File: config.mk
export PLATFORM = sky130hd
export DESIGN_NAME = clock_counter_with_alarm
export DESIGN_NICKNAME = d
export VERILOG_FILES = /design/src/rtl/core/ccwa_pkg.sv /design/src/rtl/core/clock_counter_with_alarm.sv
export SDC_FILE = /design/constraint.sdc
export NUM_CORES = 1
export LEC_CHECK = 0
export BUFFER_PORTS_ARGS = -buffer_cell sky130_fd_sc_hd__buf_2
export CAP_MARGIN = 20
export CORE_MARGIN = 4
export CORE_UTILIZATION = 55
export DETAILED_ROUTE_END_ITERATION = 8
export MAX_ROUTING_LAYER = met4
export PLACE_DENSITY = 0.85
export RECOVER_POWER = 25
export SYNTH_ARGS = -nofsm -noshare
export SYNTH_HDL_FRONTEND = slang
export SYNTH_SLANG_ARGS = --single-unit
File: constraint.sdc
create_clock -name clk -period 4.2 [get_ports clk]
set_input_delay 0.21 -clock clk [delete_from_list [all_inputs] [get_ports clk]]
set_output_delay 0.21 -clock clk [all_outputs]
set_load 0.02 [all_outputs]
File: src/rtl/core/ccwa_pkg.sv
// ----------------------------------------------------------------------------
// ccwa_pkg
// Shared widths, register map and constants of the time-of-day clock.
// ----------------------------------------------------------------------------
package ccwa_pkg;

	localparam int HourW   = 5;
	localparam int MinW    = 6;
	localparam int SecW    = 6;
	localparam int DurW    = 8;

	localparam logic [HourW-1:0] HourMax = 5'd23;
	localparam logic [MinW-1:0]  MinMax  = 6'd59;
	localparam logic [SecW-1:0]  SecMax  = 6'd59;
	localparam logic [SecW-1:0]  ShowSecA = 6'd10;
	localparam logic [SecW-1:0]  ShowSecB = 6'd30;
	localparam logic [SecW-1:0]  ShowSecC = 6'd50;

	localparam int BurnPeriod = 15;

	// operation codes (s_tuser)
	localparam logic OP_TICK = 1'b0;
	localparam logic OP_LOAD = 1'b1;

	// register indexes (byte address = 4 * index)
	localparam logic [2:0] REG_ALARM_ENABLE     = 3'd0;
	localparam logic [2:0] REG_ALARM_HOUR       = 3'd1;
	localparam logic [2:0] REG_ALARM_MINUTE     = 3'd2;
	localparam logic [2:0] REG_ALARM_DURATION_S = 3'd3;
	localparam logic [2:0] REG_AUTO_SHOW_ENABLE = 3'd4;

	localparam logic [DurW-1:0] DurationReset = 8'd60;

	// bit m is set when nonzero minute count m is a multiple of the burn period
	function automatic logic [63:0] burn_mask_f();
		logic [63:0] m;
		m = '0;
		for (int i = 1; i < 64; i++) begin
			m[i] = ((i % BurnPeriod) == 0);
		end
		return m;
	endfunction

	localparam logic [63:0] BurnMask = burn_mask_f();

	typedef struct packed {
		logic            alarm_active;
		logic            auto_show_start;
		logic            burn_request;
		logic            hour_rollover;
		logic            new_minute;
		logic            new_second;
		logic [SecW-1:0] second_now;
		logic [MinW-1:0] minute_now;
		logic [HourW-1:0] hour_now;
	} result_t;

endpackage

File: src/rtl/core/clock_counter_with_alarm.sv
// ----------------------------------------------------------------------------
// clock_counter_with_alarm
// 24-hour time-of-day counter fed by half-second ticks, with alarm timer.
// ----------------------------------------------------------------------------
// Usage:
//   Slave stream: one word per tick or time load. s_tuser selects the kind
//   (0 half-second tick, 1 load). Every word gives exactly one result word on
//   the master stream: the time after the word plus the event pulses.
//   APB port holds the alarm time, enable, duration and auto-show enable;
//   write it only while the stream is idle.
// Timing: the input register loads at the accepting edge, the result register
//   when the word advances from it. Throughput: one word per cycle while m_tready
//   is high, set by the single combinational update between the two.
// Stall: while m_tready is low the result register holds; the input register
//   still takes one more word, then s_tready drops until the result moves.
// Reset: time, phase and alarm clear; alarm duration resets to 60 seconds,
//   other registers to 0. Both streams come up empty.
// ----------------------------------------------------------------------------
module clock_counter_with_alarm
	import ccwa_pkg::*;
(
	input  logic        clk,
	input  logic        arst_n,
	// slave stream
	input  logic        s_tvalid,
	output logic        s_tready,
	input  logic [23:0] s_tdata,  // load_hour[4:0], load_minute[10:5], load_second[16:11],
	                              // alarm_edit_mode[17], zero[23:18]
	input  logic        s_tuser,  // operation
	// master stream
	output logic        m_tvalid,
	input  logic        m_tready,
	output logic [23:0] m_tdata,  // hour_now[4:0], minute_now[10:5], second_now[16:11],
	                              // new_second[17], new_minute[18], hour_rollover[19],
	                              // burn_request[20], auto_show_start[21],
	                              // alarm_active[22], zero[23]
	// APB
	input  logic        psel,
	input  logic        penable,
	input  logic        pwrite,
	input  logic [4:0]  paddr,
	input  logic [31:0] pwdata,
	output logic [31:0] prdata,
	output logic        pready
);

	// configuration
	logic             alarm_enable_q;
	logic [HourW-1:0] alarm_hour_q;
	logic [MinW-1:0]  alarm_minute_q;
	logic [DurW-1:0]  alarm_duration_q;
	logic             auto_show_enable_q;

	// clock state
	logic             half_phase_q;
	logic [SecW-1:0]  second_q;
	logic [MinW-1:0]  minute_q;
	logic [HourW-1:0] hour_q;
	logic             alarm_on_q;
	logic [DurW-1:0]  alarm_left_q;

	// input register
	logic             valid_s1;
	logic             op_s1;
	logic [HourW-1:0] ld_hour_s1;
	logic [MinW-1:0]  ld_min_s1;
	logic [SecW-1:0]  ld_sec_s1;
	logic             edit_s1;

	// result register
	logic             out_valid_q;
	result_t          out_q;

	logic             advance;
	logic             cfg_wr;
	logic [2:0]       cfg_idx;

	logic             phase_n;
	logic [HourW-1:0] hour_n;
	logic [MinW-1:0]  minute_n;
	logic [SecW-1:0]  second_n;
	logic             alarm_on_n;
	logic [DurW-1:0]  alarm_left_n;
	logic [SecW-1:0]  sec_inc;
	logic [MinW-1:0]  min_inc;
	logic [HourW-1:0] hour_inc;
	logic             fired;
	result_t          res;

	assign pready   = 1'b1;
	assign cfg_idx  = paddr[4:2];
	assign cfg_wr   = psel && penable && pwrite && pready;

	assign advance  = valid_s1 && (!out_valid_q || m_tready);
	assign s_tready = !valid_s1 || advance;
	assign m_tvalid = out_valid_q;
	assign m_tdata  = {1'b0, out_q};

	always_comb begin
		prdata = '0;
		unique case (cfg_idx)
			REG_ALARM_ENABLE:     prdata[0] = alarm_enable_q;
			REG_ALARM_HOUR:       prdata[HourW-1:0] = alarm_hour_q;
			REG_ALARM_MINUTE:     prdata[MinW-1:0] = alarm_minute_q;
			REG_ALARM_DURATION_S: prdata[DurW-1:0] = alarm_duration_q;
			REG_AUTO_SHOW_ENABLE: prdata[0] = auto_show_enable_q;
			default:              prdata = '0;
		endcase
	end

	always_ff @(posedge clk or negedge arst_n) begin
		if (!arst_n) begin
			alarm_enable_q     <= 1'b0;
			alarm_hour_q       <= '0;
			alarm_minute_q     <= '0;
			alarm_duration_q   <= DurationReset;
			auto_show_enable_q <= 1'b0;
		end else if (cfg_wr) begin
			unique case (cfg_idx)
				REG_ALARM_ENABLE:     alarm_enable_q     <= pwdata[0];
				REG_ALARM_HOUR:       alarm_hour_q       <= pwdata[HourW-1:0];
				REG_ALARM_MINUTE:     alarm_minute_q     <= pwdata[MinW-1:0];
				REG_ALARM_DURATION_S: alarm_duration_q   <= pwdata[DurW-1:0];
				REG_AUTO_SHOW_ENABLE: auto_show_enable_q <= pwdata[0];
				default: ;
			endcase
		end
	end

	// next-state update for the word in the input register
	always_comb begin
		phase_n      = half_phase_q;
		hour_n       = hour_q;
		minute_n     = minute_q;
		second_n     = second_q;
		alarm_on_n   = alarm_on_q;
		alarm_left_n = alarm_left_q;
		sec_inc      = second_q + 1'b1;
		min_inc      = minute_q + 1'b1;
		hour_inc     = hour_q + 1'b1;
		fired        = 1'b0;
		res          = '0;

		if (op_s1 == OP_LOAD) begin
			hour_n   = (ld_hour_s1 > HourMax) ? HourMax : ld_hour_s1;
			minute_n = (ld_min_s1 > MinMax) ? MinMax : ld_min_s1;
			second_n = (ld_sec_s1 > SecMax) ? SecMax : ld_sec_s1;
		end else begin
			phase_n = ~half_phase_q;
			if (phase_n) begin
				res.new_second = 1'b1;
				second_n = sec_inc;
				if (sec_inc > SecMax) begin
					second_n         = '0;
					minute_n         = min_inc;
					res.new_minute   = 1'b1;
					res.burn_request = BurnMask[min_inc];
					if (min_inc > MinMax) begin
						minute_n          = '0;
						res.hour_rollover = 1'b1;
						hour_n            = (hour_inc > HourMax) ? '0 : hour_inc;
					end
				end
				res.auto_show_start = auto_show_enable_q &&
					(second_n == ShowSecA || second_n == ShowSecB || second_n == ShowSecC);
				if (res.new_minute && alarm_enable_q && !edit_s1 &&
					hour_n == alarm_hour_q && minute_n == alarm_minute_q) begin
					fired        = 1'b1;
					alarm_on_n   = 1'b1;
					alarm_left_n = (alarm_duration_q != '0) ? alarm_duration_q : DurW'(1);
				end
				if (!fired && alarm_on_q) begin
					if (alarm_left_q != '0) begin
						alarm_left_n = alarm_left_q - 1'b1;
					end
					if (alarm_left_n == '0) begin
						alarm_on_n = 1'b0;
					end
				end
			end
		end

		res.hour_now     = hour_n;
		res.minute_now   = minute_n;
		res.second_now   = second_n;
		res.alarm_active = alarm_on_n;
	end

	always_ff @(posedge clk or negedge arst_n) begin
		if (!arst_n) begin
			valid_s1 <= 1'b0;
		end else if (s_tready) begin
			valid_s1 <= s_tvalid;
		end
	end

	always_ff @(posedge clk) begin
		if (s_tready && s_tvalid) begin
			op_s1      <= s_tuser;
			ld_hour_s1 <= s_tdata[4:0];
			ld_min_s1  <= s_tdata[10:5];
			ld_sec_s1  <= s_tdata[16:11];
			edit_s1    <= s_tdata[17];
		end
	end

	always_ff @(posedge clk or negedge arst_n) begin
		if (!arst_n) begin
			half_phase_q <= 1'b0;
			second_q     <= '0;
			minute_q     <= '0;
			hour_q       <= '0;
			alarm_on_q   <= 1'b0;
			alarm_left_q <= '0;
		end else if (advance) begin
			half_phase_q <= phase_n;
			second_q     <= second_n;
			minute_q     <= minute_n;
			hour_q       <= hour_n;
			alarm_on_q   <= alarm_on_n;
			alarm_left_q <= alarm_left_n;
		end
	end

	always_ff @(posedge clk or negedge arst_n) begin
		if (!arst_n) begin
			out_valid_q <= 1'b0;
		end else if (advance) begin
			out_valid_q <= 1'b1;
		end else if (m_tready) begin
			out_valid_q <= 1'b0;
		end
	end

	always_ff @(posedge clk) begin
		if (advance) begin
			out_q <= res;
		end
	end

endmodule

# ---- After elaboration in Yosys (flattened, before gate mapping)
# Memories as Yosys holds them, arrays and structs flattened.
# Index checks and enable logic that the tools add are counted.
dict set report classes {
  add_sub_neg 4
  n_lt_le_gt_ge 7
  n_eq_ne 9
  mux 48
  n_bitwise 2
  reduce_logical 31
}
# op n
set op_table {}
lappend op_table {{6-bit 2-to-1 mux} 13}
lappend op_table {{8-bit 2-to-1 mux} 7}
lappend op_table {{5-bit 2-to-1 mux} 8}
lappend op_table {{6-bit greater-than comparator, second input constant} 4}
lappend op_table {{8-bit nonzero test} 2}
lappend op_table {{1-bit 2-to-1 mux} 13}
lappend op_table {{6-bit by 1-bit adder with 6-bit output, second input constant} 2}
lappend op_table {{4-bit one-hot mux with 3 select lines} 1}
lappend op_table {{2-bit AND reduction} 6}
lappend op_table {{5-bit greater-than comparator, second input constant} 2}
lappend op_table {{1-bit logical AND} 10}
lappend op_table {{3-bit 2-to-1 mux} 3}
lappend op_table {{8-bit logical NOT} 1}
lappend op_table {{8-bit by 1-bit subtractor with 8-bit output, second input constant} 1}
lappend op_table {{6-bit by 7-bit < comparator with 1-bit output, second input constant} 1}
lappend op_table {{3-bit by 2-bit equality test with 1-bit output, second input constant} 2}
lappend op_table {{6-bit by 4-bit equality test with 1-bit output, second input constant} 1}
lappend op_table {{6-bit by 5-bit equality test with 1-bit output, second input constant} 1}
lappend op_table {{6-bit equality test} 1}
lappend op_table {{6-bit equality test, second input constant} 1}
lappend op_table {{5-bit by 1-bit adder with 5-bit output, second input constant} 1}
lappend op_table {{5-bit equality test} 1}
lappend op_table {{1-bit one-hot mux with 5 select lines} 1}
lappend op_table {{1-bit logical NOT} 4}
lappend op_table {{other kinds (10)} 14}
dict set report totals {
  register_bits 92
  mem_bits_ro 64
  inputBits 69
  output_inout_bits 59
  mem_count 1
}
# name words word_bits read_ports rd_clocked_by_memory_dff wr line
set memory_table {}
lappend memory_table {{(name not given)} 64 1 1 0 0 clock_counter_with_alarm.sv:157} ;# res.burn_request = BurnMask[min_inc];

# ---- Logic depth before layout (Yosys ltp)
# Gate-level depths: netlist of the first run.
dict set report logic_depth {
  ltp_word 23
  depth_mapped 13
}

# ---- Least setup slack after synthesis of the first run
# Ideal clock, no wire load.
dict set report synth_path {
  path_kind {flip-flop to flip-flop}
  startpoint {reg minute_q[0]}
  endpoint {reg alarm_left_q[4]}
  setup_ns 0.162
  arrival_ns 3.268
  required_time_ns 4.038
  path_slack_ns 0.769
  stages_incl_launch_ff 13
  n_path_buf 3
  period_less_slack_ns 3.431
  path_cell_list {dfrtp_1 -> ha_1 -> buf_2 -> or4_4 -> o21a_1 -> buf_6 -> o31a_1 -> o22a_1 -> or4b_4 -> or4_4 -> buf_6 -> mux2i_1 -> a22oi_1}
}
dict set report synth_between {
  elab_chain_cells 15
  word_cells_on_any_way 25
  cone_classes {1 x add/sub; 1 x order compare; 2 x eq/ne; 17 x mux; 4 x reduce/logical}
}
# item line
set synth_lines {}
lappend synth_lines {{start: declaration} clock_counter_with_alarm.sv:57} ;# logic [MinW-1:0] minute_q;
lappend synth_lines {{start signal: assignment} clock_counter_with_alarm.sv:218} ;# minute_q <= minute_n;
lappend synth_lines {{6-bit by 1-bit adder with 6-bit output} clock_counter_with_alarm.sv:139} ;# min_inc = minute_q + 1'b1;
lappend synth_lines {{6-bit greater-than comparator} clock_counter_with_alarm.sv:158} ;# if (min_inc > MinMax) begin
lappend synth_lines {{5-bit 2-to-1 mux} clock_counter_with_alarm.sv:158}
lappend synth_lines {{5-bit 2-to-1 mux} clock_counter_with_alarm.sv:153} ;# if (sec_inc > SecMax) begin
lappend synth_lines {{5-bit 2-to-1 mux} clock_counter_with_alarm.sv:150} ;# if (phase_n) begin
lappend synth_lines {{5-bit 2-to-1 mux} clock_counter_with_alarm.sv:144} ;# if (op_s1 == OP_LOAD) begin
lappend synth_lines {{5-bit equality test} clock_counter_with_alarm.sv:167} ;# hour_n == alarm_hour_q && minute_n == alarm_minute_q) begin
lappend synth_lines {{1-bit logical AND} clock_counter_with_alarm.sv:166} ;# if (res.new_minute && alarm_enable_q && !edit_s1 &&
lappend synth_lines {{1-bit logical AND (*)} clock_counter_with_alarm.sv:167}
lappend synth_lines {{8-bit 2-to-1 mux or 1-bit 2-to-1 mux (tied branches)} clock_counter_with_alarm.sv:166}
lappend synth_lines {{8-bit 2-to-1 mux or 1-bit 2-to-1 mux (tied branches)} {clock_counter_with_alarm.sv:173, clock_counter_with_alarm.sv:150}}
lappend synth_lines {{8-bit 2-to-1 mux or 1-bit 2-to-1 mux (tied branches)} {clock_counter_with_alarm.sv:172, clock_counter_with_alarm.sv:144}}
lappend synth_lines {{8-bit 2-to-1 mux or 1-bit logical NOT (tied branches)} {clock_counter_with_alarm.sv:150, clock_counter_with_alarm.sv:172}}
lappend synth_lines {{8-bit 2-to-1 mux or 1-bit logical AND (tied branches)} {clock_counter_with_alarm.sv:144, clock_counter_with_alarm.sv:172}}
lappend synth_lines {{8-bit 2-to-1 mux (*)} clock_counter_with_alarm.sv:172} ;# if (!fired && alarm_on_q) begin
lappend synth_lines {{end signal: assignment} clock_counter_with_alarm.sv:221} ;# alarm_left_q <= alarm_left_n;
lappend synth_lines {{end: declaration} clock_counter_with_alarm.sv:60} ;# logic [DurW-1:0] alarm_left_q;
# Every way passes the cells marked *; elsewhere a longest branch is shown, timed or not. The select of a mux whose other input is x is not followed.
# A chain may end at the register's enable or synchronous reset.

# ---- Final worst setup path of the first run
dict set report layout_path {
  startpoint {reg minute_q[0]}
  endpoint {reg alarm_left_q[6]}
}
# Same word-level chain as after synthesis.

==> results of run 1 <==
-- cell families (layout without fill, tap and decap cells) --
| kind of cell | after synthesis | in the layout |
|---|---|---|
| other | 2 | 26 |
| XOR/XNOR | 17 | 17 |
| AO/OA/AOI/OAI | 128 | 128 |
| flip-flops | 92 | 92 |
| adder cells (fa/ha/maj) | 9 | 9 |
| buffers and inverters | 73 | 132 |
| AND/OR/NAND/NOR | 183 | 183 |
| multiplexers | 52 | 52 |
-- sequential cells by signal (all words and copies together) (netlist names), 6 cells and up --
signal            cells
second_q              6
alarm_left_q          8
ld_min_s1             6
minute_q              6
ld_sec_s1             6
alarm_minute_q        6
m_tdata              23
alarm_duration_q      8
-- placed cells by master, fill, tap and decap left out, types with 5 or more instances in the layout --
cell           instances
mux2_2                37
a211oi_1               6
nand2_1               44
nor3b_1                6
dfrtp_1               46
nor2b_1               11
inv_1                 17
dlygate4sd3_1         20
a21oi_1               26
nand3_1               19
clkbuf_8               9
o21a_1                 6
xor2_1                 8
nor2_1                36
and2_1                 7
buf_2                 67
xnor2_1                9
ha_1                   9
o211ai_1               5
o21ai_0               22
edfxtp_1              42
buf_4                  6
a31oi_1                7
mux2i_1               13
conb_1                26
nor3_1                19
nor4_1                 9
a22oi_1                7
-- through the flow --
step	cell area [um^2]	util (%)	hold slack, ps	cells	power (mW)
2_1_floorplan	5700	-	-85.6	580	2.37
3_3_place_gp	5940	60.2	365	735	2.62
3_5_place_dp	5940	60.2	371	735	2.66
4_1_cts	6350	64.3	8.56	770	3.30
5_1_grt	6360	64.4	14.5	772	3.54
6_report	6360	64.4	18.8	772	3.31
-- timing repair --
| item | 4_1_cts | 5_1_grt |
|---|---|---|
| resized for setup | 0 | 0 |
| hold buffers | 19 | 1 |
| hold endpoints to repair | 64 | 1 |
| buffers inserted | 0 | 0 |
| endpoints found under the setup margin | 0 | 0 |
-- worst max-delay path: stages, from the launching register on --
cell,delay (ps)
dfrtp_1,560
ha_1,440
nor2b_1,400
a21oi_1,190
o21a_1,330
o31a_1,300
a2111oi_0,400
and4_1,260
nor4b_4,500
nor4_1,160
a221o_1,290
-- area by class of cell --
| type | count | area (um^2) |
|---|---|---|
| clock inverter | 7 | 91.3 |
| timing repair buffer | 97 | 597 |
| sequential | 92 | 2520 |
| inverter | 19 | 71.3 |
| multi-input combinational | 415 | 2790 |
| clock buffer | 9 | 124 |
| tap | 133 | 166 |
| fill | 781 | 3510 |
-- path summary, 6_finish.rpt --
check                      slack (ps)                              end                     from  cells past startpoint
min in group asynchronous        1340  alarm_duration_q[6]$_DFFE_PN0P_                   arst_n                      3
max in group asynchronous        1270      alarm_hour_q[3]$_DFFE_PN0P_                   arst_n                      3
setup reg to reg                  250      alarm_left_q[6]$_DFFE_PN0P_  minute_q[0]$_DFFE_PN0P_                     10
setup / recovery                  250      alarm_left_q[6]$_DFFE_PN0P_  minute_q[0]$_DFFE_PN0P_                     10
hold reg to reg                   520             m_tvalid$_DFFE_PN0P_     valid_s1$_DFFE_PN0N_                      1
hold / removal                     20             valid_s1$_DFFE_PN0N_                 s_tvalid                      2
-- routing by layer --
metal  up-vias  part of all wire (%)  track usage, %
li1       2174                     -               -
met1      2140                    43            32.0
met2       220                    48            37.1
met3        23                   7.1            3.61
met4         0                   2.3            9.56
met5         -                     0               -
-- power breakdown --
part | total [mW] | switching, mW | internal (mW)
logic | 1.25 | 0.713 | 0.540
registers | 1.44 | 0.295 | 1.14
clock network | 0.626 | 0.383 | 0.243
==> summary.md, run 1 <==
Wires add up to 13300 um. The detail route stage leaves a number of antenna-violating nets equal to 0. For the number of antenna violations at the first check in global routing, the log shows 0.

The number of maximum-capacitance constraint violations was 1. The tools report the number of hold-slack violations in the final timing report as 0. Measured against its own limit, the worst slew margin works out to -86.7%.

The number of enable-type register cells in the synthesized netlist works out to 42. TritonCTS built the clock tree. The number of DRC violations after detailed-routing iteration 0 was 332; the number of synthesized register bits was 92. At the worst endpoint, the required time is 4470 ps. The die boundary height works out to 109 um. Setup repair after global routing left no endpoint under its margin. Xor-xnor portion of the synthesized cell area: 2.65%. Clock tree synthesis selected as its root buffer the cell clkbuf_8. The count of mapped cells out of synthesis is 556, and the count of clock tree sinks is 92. Setup slack on the critical path of the routed design comes to 252 ps. Compound-gate portion of the synthesized area: 15.5%. The width of the chip is 109 um, and the final sum of negative setup slack is 0 ps. The area overhead of the layout relative to synthesis works out to 13.3%.

The worst setup path is launched from a register. The total number of H-tree levels was 3. Pin placement for this block handled 128 I/O pins. The repair_antennas step left the layout with diodes totalling 0.

In the finished design, the share of the clock period the worst path needs comes to 94.0%. The netlist uses 74 different library cells. Entering global routing, the biggest net connects 51 pins.

On the final layout, the worst clock skew is 10.6 ps. Summed over all cells, the static leakage comes to 2.58 nW. STA classifies the critical path endpoint as a register. Data on the critical path arrives at its endpoint at 4220 ps.

After clock tree synthesis, the clock-pin slew on the worst setup and hold paths is 110 ps. The portion of synthesized area spent on multiplexers is 10.3%. For the remaining design rule violation count, the log shows 0. The run finished, with violations left. The count of buffers inserted at the top-level ports is 69. By area, the combinational part of the netlist is dominated by simple AND/OR/NAND/NOR gates. After Yosys synthesis, full adders, half adders and majority gates account for 2.01% of the synthesized area.

Total core area: 9860 um^2. The via count of the first global-routing pass is 4340. The congestion estimate from routability-driven global placement came to 0.874. The die area came out at 11900 um^2.

The detailed-route via count is 4557, and the slew of the pin with the lowest slew margin is 2800 ps. In this run the biggest area consumer among cell types represents 22.5% of the synthesized area. Mean post-synth cell area: 10.1 um^2. The tools report the number of search-and-repair iterations in the first detailed-routing pass as 5.

The area of the mapped netlist was 5610 um^2. For the half-perimeter wire length of the detailed placement result, the log shows 9050 um. The commonest cells after synthesis are dfrtp_1 (46), nand2_1 (44), edfxtp_1 (42), mux2_2 (38), nor2_1 (36).

In the final layout, the share of cells above drive strength 1 is 22.2%. The initial standard-cell utilization of the core is 56.9%. During synthesis, Yosys emitted a total of 0 warnings. For this run, the top clock speed supported by timing is 253 MHz. For the share of synthesized area occupied by flip-flops and latches, the log shows 44.9%.

The routed wire length per instance came out at 17.2 um. The synthesized design spends more area on one cell type than any other, namely edfxtp_1. Across the VDD grid, the largest voltage drop is 332 uV.

The maximum root-to-sink buffer count is 2. The worst path in the final design needs a cycle of 3950 ps, including I/O delays and setup. The biggest fanout along the worst timing path came out at 11. dfrtp_1 is the most common cell in the netlist.

For the number of setup violations in the final report, the log shows 0. After synthesis, the share of flip-flops with an asynchronous set or reset is 54.3%. The critical path start-end classification was register to register.

Using the TritonRoute via totals, the vias-per-cell ratio works out to 5.90. In the synthesized netlist the dominant register cell turns out to be dfrtp_1. The run gives 405 ps as the pre-CTS worst setup slack. The first global-routing pass estimated 21600 um of wire.

The residual overflow from global routing is 0. In the global route stage, overall resource usage came out at 24.0%. Summing the areas of all and, or, nand and nor instances in the mapped netlist gives 17.5% of the synthesized area.

TritonCTS created 9 clock buffers. The checks that failed: max-capacitance violations, max-slew violations. Worst hold path class: input port to register.

The final layout contains 712 nets. Ranked by total cell area, the synthesized netlist is headed by edfxtp_1 (22%), dfrtp_1 (21%), mux2_2 (7.6%), buf_4 (3.6%), nand2_1 (2.9%). In this run the core area contains 36 standard-cell rows.

The run gives 390 ps as the clock insertion delay at the later pin of the skew report. The power density over the cells works out to 521 nW/um^2. The run gives 51 as the number of slew-limit violations in the final report.
No activity file was read; power rests on OpenSTA's default activity.
==> run 2: changes to the inputs <==
Settings changed: CORE_UTILIZATION 55 to 59, PLACE_DENSITY 0.85 to 0.9.
Clock period 4.2 ns to 4.9 ns, I/O delays scaled along.
==> summary.md, run 2 (same netlist as run 1, synthesis figures left out) <==
The total of hold buffers inserted after clock tree synthesis was 1 (was 19). The final clock skew came out at 17.0 ps (was 10.6 ps). The number of diodes added for antenna fixing is 0 (unchanged).

The critical path launch point type was a register (unchanged). The run gives 746 (was 772) as the non-filler instance count after layout. The tools report the number of search-and-repair iterations in the first detailed-routing pass as 5 (unchanged).

The half-perimeter wire length of the detailed placement result is 9280 um (was 9050 um). The count of standard-cell rows is 35 (was 36). The initial standard-cell utilization of the core is 60.7% (was 56.9%), and the number of setup buffers added after CTS is 0 (unchanged). The flip-flop count of the largest register after layout is 23 (unchanged).

The total of fill cells in the finished design was 717 (was 781); the net count reported at finish was 690 (was 712). The logs give 0 (unchanged) for the number of setup violations in the final report and 2 (unchanged) for the maximum root-to-sink buffer count. The die boundary height is 106 um (was 109 um), and the final period demand of the worst path is 4170 ps (was 3950 ps). The detailed-route via count is 4589 (was 4557), and the met3 track utilization from global routing is 5.45% (was 3.61%). The biggest fanout along the worst timing path came out at 15 (was 11).

The met1 track demand over resource is 32.1% (was 32.0%). Slew of the pin with the lowest slew margin: 2750 ps (was 2800 ps). The count of clock tree sinks is 92 (unchanged). The worst ir drop on vdd is 251 uV (was 332 uV), and the via count of the first global-routing pass is 4338 (was 4340).

The final standard cell area without fillers came out at 6120 um^2 (was 6360 um^2). The tools report the clock root buffer master as clkbuf_8 (unchanged). The tools report the number of DRC violations after detailed-routing iteration 0 as 398 (was 332). The total core area was 9240 um^2 (was 9860 um^2). The routed wire length per instance was 17.4 um (was 17.2 um); the portion of the clock cycle consumed by the worst path in the final layout was 85.0% (was 94.0%). Area after detailed placement: 5910 um^2 (was 5940 um^2). The run gives 51 (unchanged) as the number of slew-limit violations in the final report. The run finished, with violations left. The most common cell after layout, fill and taps aside is buf_2 (unchanged). The ratio of cells with drive above 1 in the final layout is 23.0% (was 22.2%), and the met2 global-route usage is 37.6% (was 37.1%).

Timing-limited maximum frequency: 240 MHz (was 253 MHz). The area taken by flip-flops and latches came out at 2520 um^2 (unchanged). Global-route wire length before repair: 21300 um (was 21600 um).

Final sum of negative setup slack: 0 ps (unchanged). The most used routing layer in global routing was met2 (unchanged). The die area is 11100 um^2 (was 11900 um^2).

The number of maximum-capacitance constraint violations is 1 (unchanged). The area used by multi-input combinational logic was 2790 um^2 (unchanged). For the final weighted congestion in routability-driven placement, the log shows 0.905 (was 0.874). The clock insertion delay at the later pin of the skew report was 370 ps (was 390 ps).

The number of clock buffers inserted by TritonCTS is 9 (unchanged), and the width of the chip is 106 um (was 109 um). The normalized max-slew margin is -83.6% (was -86.7%). The count of buffers inserted at the top-level ports is 69 (unchanged), and the data arrival time of the critical path is 4450 ps (was 4220 ps). The combined global-route utilization of all metal layers is 24.2% (was 24.0%). The placed instance count was 727 (was 735); the overall routed net length was 13000 um (was 13300 um). The worst hold path class is input port to register (unchanged). Top library cells by usage in the layout, fill and taps aside: buf_2 (69), dfrtp_1 (46), nand2_1 (44), edfxtp_1 (42), mux2_2 (38) (was buf_2 (67), dfrtp_1 (46), nand2_1 (44), edfxtp_1 (42), mux2_2 (37)). The number of hold-slack violations in the final timing report came out at 0 (unchanged). For the residual overflow from global routing, the log shows 0 (unchanged). The total number of H-tree levels was 3 (unchanged).

For the leakage component of the power, the log shows 2.47 nW (was 2.58 nW). The remaining design rule violation count is 0 (unchanged). The clock-pin slew reported for the worst setup and hold paths after clock tree synthesis works out to 100 ps (was 110 ps).

The tools report the largest net degree at the start of global routing as 51 (unchanged). The via density per instance is 6.15 (was 5.90), and the utilization after layout is 66.2% (was 64.4%). The power density over the cells was 458 nW/um^2 (was 521 nW/um^2). The critical path start-end classification is register to register (unchanged).

The critical path capture point type was a register (unchanged). Failing checks: max-capacitance violations, max-slew violations (unchanged). The data required time of the critical path is 5180 ps (was 4470 ps).

The tools report the number of gates resized after CTS as 0 (unchanged). TritonCTS built the clock tree. Setup repair after global routing left no endpoint under its margin. The total I/O pin count was 128 (unchanged); the number of antenna violations at the first check in global routing was 0 (unchanged). The logs give 37.0 ps (was 18.8 ps) for the final worst hold slack and 0 (unchanged) for the remaining antenna violation count. The area overhead of the layout relative to synthesis came out at 9.05% (was 13.3%).
==> run 2: worst paths after layout <==
path | from | cells after the start | to | slack (ps)
setup / recovery | second_q[0]$_DFFE_PN0P_ | 10 | alarm_left_q[3]$_DFFE_PN0P_ | 730
hold / removal | s_tdata[8] | 1 | ld_min_s1[3]$_DFFE_PP_ | 40
setup reg to reg | second_q[0]$_DFFE_PN0P_ | 10 | alarm_left_q[3]$_DFFE_PN0P_ | 730
hold reg to reg | valid_s1$_DFFE_PN0N_ | 1 | m_tvalid$_DFFE_PN0P_ | 510
max in group asynchronous | arst_n | 3 | minute_q[5]$_DFFE_PN0P_ | 1940
min in group asynchronous | arst_n | 3 | alarm_duration_q[6]$_DFFE_PN0P_ | 1360
==> run 2: report_power, final <==
part           switching [mW]  total [mW]  internal, mW
Sequential              0.263        1.24         0.978
Combinational           0.613        1.06         0.448
Clock                   0.302       0.498         0.196
==> run 2: area by class of cell <==
cell class,count,share of cell area [%]
multi-input cells,415,45.6
flip-flops and latches,92,41.1
repair buffers,75,6.32
well taps,129,2.64
clock buffers,9,2.02
inverters,19,1.17
clock inverters,7,1.14
==> run 2: metal layers <==
layer	vias to the layer above	routed length, um
met1	2200	5520
met2	237	6140
li1	2123	-
met5	-	0
met3	29	1070
met4	0	249
==> run 2: through the flow <==
| stage | power (mW) | setup WS, ps |
|---|---|---|
| floorplan | 2.03 | 1470 |
| global placement | 2.23 | 960 |
| detailed placement | 2.28 | 842 |
| CTS | 2.78 | 792 |
| global route | 2.98 | 505 |
| finish | 2.80 | 733 |
==> run 2: critical path, stage by stage (launching register included) <==
cell	delay [ps]
dfrtp_1	530
ha_1	500
nor2b_1	290
a21oi_1	110
o22ai_1	840
a32o_1	260
o311ai_1	120
or4b_4	560
or4_4	480
a21oi_1	180
a2bb2oi_1	200
